$ cat config.mk
export PLATFORM = sky130hd
export DESIGN_NAME = hsvoa_div
export DESIGN_NICKNAME = d
export VERILOG_FILES = /design/src/hdl/hsvoa_pkg.sv /design/src/hdl/hsvoa_div.sv
export SDC_FILE = /design/constraint.sdc
export NUM_CORES = 1
export LEC_CHECK = 0
export BUFFER_PORTS_ARGS = -buffer_cell sky130_fd_sc_hd__buf_2
export CAP_MARGIN = 20
export CORE_AREA = 2 2 184 186
export CTS_CLUSTER_DIAMETER = 100
export CTS_CLUSTER_SIZE = 24
export DETAILED_ROUTE_END_ITERATION = 6
export DIE_AREA = 0 0 186 188
export HOLD_SLACK_MARGIN = 0.1
export PLACE_DENSITY = 0.87
export SKIP_LAST_GASP = 1
export SLEW_MARGIN = 20
export SYNTH_ARGS = -nofsm -noshare
export SYNTH_HDL_FRONTEND = slang
export SYNTH_SLANG_ARGS = --single-unit
$ cat constraint.sdc
create_clock -name clk_i -period 8.4 [get_ports clk_i]
set_input_delay 1.26 -clock clk_i [delete_from_list [all_inputs] [get_ports clk_i]]
set_output_delay 1.26 -clock clk_i [all_outputs]
set_load 0.005 [all_outputs]
$ cat src/hdl/hsvoa_pkg.sv
// Shared types and register codes for the HSV offset pixel adjust block.
`default_nettype none
package hsvoa_pkg;

  typedef struct packed {
    logic adv;
    logic vld;
  } pipe_ctl_t;

  localparam int unsigned CFG_IDX_W  = 2;
  localparam int unsigned CFG_DATA_W = 18;

  typedef enum logic [CFG_IDX_W-1:0] {
    CFG_HUE_OFFSET,
    CFG_SAT_OFFSET,
    CFG_VAL_OFFSET
  } cfg_idx_e;

endpackage
`default_nettype wire

$ cat src/hdl/hsvoa_div.sv
// Pipelined restoring divider, SPS quotient bits per register stage.
`default_nettype none
module hsvoa_div #(
  parameter int unsigned NW  = 25,
  parameter int unsigned DW  = 8,
  parameter int unsigned SPS = 4,
  parameter int unsigned PW  = 1
) (
  input  wire                      clk_i,
  input  wire                      rst_ni,
  input  hsvoa_pkg::pipe_ctl_t     ctl_i,
  input  wire logic [NW-1:0]       dvd_i,
  input  wire logic [DW-1:0]       dvs_i,
  input  wire logic [PW-1:0]       side_i,
  output logic                     vld_o,
  output logic [NW-1:0]            quo_o,
  output logic [PW-1:0]            side_o
);
  import hsvoa_pkg::*;

  localparam int unsigned NST = (NW + SPS - 1) / SPS;

  logic          vld_q  [NST];
  logic [DW-1:0] rem_q  [NST];
  logic [NW-1:0] wrk_q  [NST];
  logic [DW-1:0] dvs_q  [NST];
  logic [PW-1:0] side_q [NST];

  for (genvar s = 0; s < NST; s++) begin : g_stg
    logic          vld_in;
    logic [DW-1:0] rem_in;
    logic [NW-1:0] wrk_in;
    logic [DW-1:0] dvs_in;
    logic [PW-1:0] side_in;
    logic [DW-1:0] rem_d;
    logic [NW-1:0] wrk_d;

    if (s == 0) begin : g_first
      assign vld_in  = ctl_i.vld;
      assign rem_in  = '0;
      assign wrk_in  = dvd_i;
      assign dvs_in  = dvs_i;
      assign side_in = side_i;
    end else begin : g_next
      assign vld_in  = vld_q[s-1];
      assign rem_in  = rem_q[s-1];
      assign wrk_in  = wrk_q[s-1];
      assign dvs_in  = dvs_q[s-1];
      assign side_in = side_q[s-1];
    end

    always_comb begin
      logic [DW:0] acc;
      rem_d = rem_in;
      wrk_d = wrk_in;
      acc   = '0;
      for (int k = 0; k < SPS; k++) begin
        if (s * SPS + k < NW) begin
          acc   = {rem_d, wrk_d[NW-1]};
          wrk_d = {wrk_d[NW-2:0], 1'b0};
          if (acc >= {1'b0, dvs_in}) begin
            acc      = acc - {1'b0, dvs_in};
            wrk_d[0] = 1'b1;
          end
          rem_d = acc[DW-1:0];
        end
      end
    end

    always_ff @(posedge clk_i or negedge rst_ni) begin
      if (!rst_ni) begin
        vld_q[s] <= 1'b0;
      end else if (ctl_i.adv) begin
        vld_q[s] <= vld_in;
      end
    end

    always_ff @(posedge clk_i) begin
      if (ctl_i.adv) begin
        rem_q[s]  <= rem_d;
        wrk_q[s]  <= wrk_d;
        dvs_q[s]  <= dvs_in;
        side_q[s] <= side_in;
      end
    end
  end

  assign vld_o  = vld_q[NST-1];
  assign quo_o  = wrk_q[NST-1];
  assign side_o = side_q[NST-1];

endmodule
`default_nettype wire
==> results_dict.tcl <==
set metrics [dict create \
    netlist_instances 1595 \
    critPathBufInv 5 \
    nets 2003 \
    die_w_um 186 \
    critical_path_class "reg -> reg" \
    hold_viol 0 \
    port_buffers 64 \
    status "finished, final reports clean" \
    layout-drive-gt1-share_pct 21.1 \
    critPathTopFamily "compound AO/OA/AOI/OAI gates" \
    layout_min_cycle_time_ns 8.01 \
    synth_seq_cells 285 \
    fin_ws_ns 0.388 \
    gp_congestion 0.958 \
    htreeDepth 1 \
    wl_um 38400 \
    maxCapViolations 0 \
    grtUsageTotal_pct 22.0 \
    finalSetupViolCount 0 \
    syn_area_um2 18600 \
    pre_cts_slack_ns -0.135 \
    cts_sinks 285 \
    critPathMaxStageDelay_ns 0.44 \
    ys_types 79 \
    worstPathArrival_ns 8.28 \
    grt_overflow 0 \
    cts_hold_buf 0 \
    clk_path_buf_depth 3 \
    cts_root_buffer "clkbuf_16" \
    placed_cell_area_um2 20000 \
    ys.flop_type "edfxtp_1" \
    startpoint_type "flop" \
    postRouteAntennaNets 0 \
    syn_to_final_growth_pct 11.5 \
    ys_warn_count 0 \
    grt_start_max_net_pins 88 \
    dp_hpwl_um 28500 \
    cts_tree "yes" \
    grt_pass1_wl_um 62300 \
    max_freq_ghz 0.125 \
    final_max_slew_viol_count 0 \
    die_y_um 188 \
    antenna_cells 0 \
    core_area_um2 33100 \
    crit_path_end_kind "flop" \
    synth_edf_count 278 \
    numCtsBuffers 16 \
    slowest_stage "ha_2" \
    period_share_pct 95.4 \
    initial_core_util_pct 56.3 \
    dr.pass1.iters 6 \
    final_cells 2200 \
    multiInputGateArea_um2 9700 \
    grt_antenna_before_repair 0 \
    cp_max_fo 9 \
    relSlewSlack_pct 31.1 \
    finalClockSkew_ns 0.0191 \
    synth_async_sr_flop_share_pct 2.46 \
    clock_latency_ns 0.52 \
    die-area_um2 35000 \
    num_vias 12900 \
    avgSynthCellArea_um2 11.7 \
    routed_via_density 5.85 \
    rows 67 \
    drt_iter0_drc 1075 \
    seq_area_um2 8520 \
    drc_errors 0 \
    worstPathRequired_ns 8.67 \
    syn-num-nets 1850 \
    fillCellCount 2491 \
    grt_pass1_vias 12800 \
    path_common_cell "o21ai_0" \
    final_area_um2 20800 \
    tightestPinTransition_ns 1.03 \
    ys_seq_area_share_pct 45.7 \
    hp-class "reg -> reg" \
    routedWlPerCell_um 17.5 \
    io_pins 65 \
    clkTransAtPathRegs_ns 0.10 \
    dp_cells 2159 \
]
-- synth_stat cells, types with 4 or more instances --
library cell  instances  share of area [%]
or2_2                10               0.34
inv_1               139                2.8
nor2b_1              44                1.5
and3_1                5               0.17
o31a_1                8               0.38
xnor2_1              65                3.1
mux2i_1              30                1.6
nand4_1              23               0.77
a21bo_2               4               0.21
nand2_1              64                1.3
o21bai_1             14               0.56
or2_1                 7               0.23
fa_1                 23                2.5
and4_1                4               0.19
or3_1                 6               0.20
a2bb2oi_1             4               0.19
buf_2                 4               0.11
nor3_1               21               0.56
o221ai_1              5               0.23
dfrtp_1               7               0.94
o21ai_0              88                2.4
edfxtp_1            278                 45
a21boi_0             10               0.40
nand2b_1             21               0.70
mux2_2              119                7.2
and2_1                7               0.23
a21oi_1              93                2.5
o21ai_2               4               0.19
a21o_1               39                1.6
nand3_1              19               0.51
nor2_1               93                1.9
ha_1                194                 13
clkbuf_1              7               0.14
nor4_1                4               0.13
a211oi_1             10               0.40
xor2_1               35                1.6
o21a_1               18               0.72
-- path summary, 6_finish.rpt --
path	start	endpoint	slack, ns	cells past startpoint
min in group asynchronous	rst_ni	g_stg[4].vld_in	0.56	1
min	wrk_q[4][4]	wrk_q[5][8]	0.42	0
max reg2reg	dvs_q[0][5]	rem_q[1][5]	0.39	34
max	dvs_q[0][5]	rem_q[1][5]	0.39	34
min reg2reg	wrk_q[4][4]	wrk_q[5][8]	0.42	0
max in group asynchronous	rst_ni	g_stg[5].vld_in	7.69	1
-- layout make-up --
class / count / area share, %
multi-input cells: 1154 / 46.7
clock inverters: 4 / 0.283
inverters: 144 / 2.61
clock buffers: 18 / 2.06
well taps: 448 / 2.70
flip-flops and latches: 285 / 41.0
repair buffers: 147 / 4.68
-- sequential cells by signal (all words and copies together) (netlist names) --
name          flops
vld_o             1
dvs_q            48
g_stg.vld_in      6
rem_q            48
wrk_q           175
side_q            7
-- cells in the final DEF (no fill, tap or decap), drive strengths merged, types with 10 or more instances in the layout --
cell and count:
o21ai 92, fa 23, nand2 64, xnor2 65
or2 17, mux2i 31, a21boi 10, o21a 18
xor2 35, inv 143, ha 194, mux2 120
nor2b 44, a21oi 93, o21bai 14, nand4 23
clkbuf 18, nor2 93, edfxtp 278, buf 147
nand3 19, a21o 39, nor3 21, nand2b 21
a211oi 10
-- through the flow --
step	TNS, ns	utilization (%)	hold WS (ns)
after floorplan	0	-	0.400
after global placement	-0.529	60.3	0.400
after detailed placement	-0.822	60.3	0.405
after CTS	0	61.8	0.420
after global routing	-0.218	62.8	0.422
final	0	62.8	0.416
-- what timing repair did --
item	CTS	global route
endpoints found under the setup margin	8	54
gates resized for setup	1	65
gates cloned	0	2
pin swaps	0	9
buffers inserted	1	16
-- cell families (layout without fill, tap and decap cells) --
group                    Yosys count  after routing  synth area share (%)
AO/OA/AOI/OAI                    342            344                  12.5
buffers and inverters            158            313                  3.28
XOR/XNOR                         100            100                  4.70
AND/OR/NAND/NOR                  342            342                  9.36
multiplexers                     151            151                  9.00
flip-flops                       285            285                  45.7
adder cells (fa/ha/maj)          217            217                  15.5
-- layer usage --
metal / global-route usage [%] / wire, um / part of all wire [%]
met1: 29.5 / 17200 / 45
met2: 37.4 / 18600 / 48
met5: 0 / 0 / 0
met3: 2.19 / 1580 / 4.1
met4: 6.84 / 998 / 2.6
Power is not shown: default switching activity piles up to over one toggle a cycle in this logic, so the estimate is an artifact.
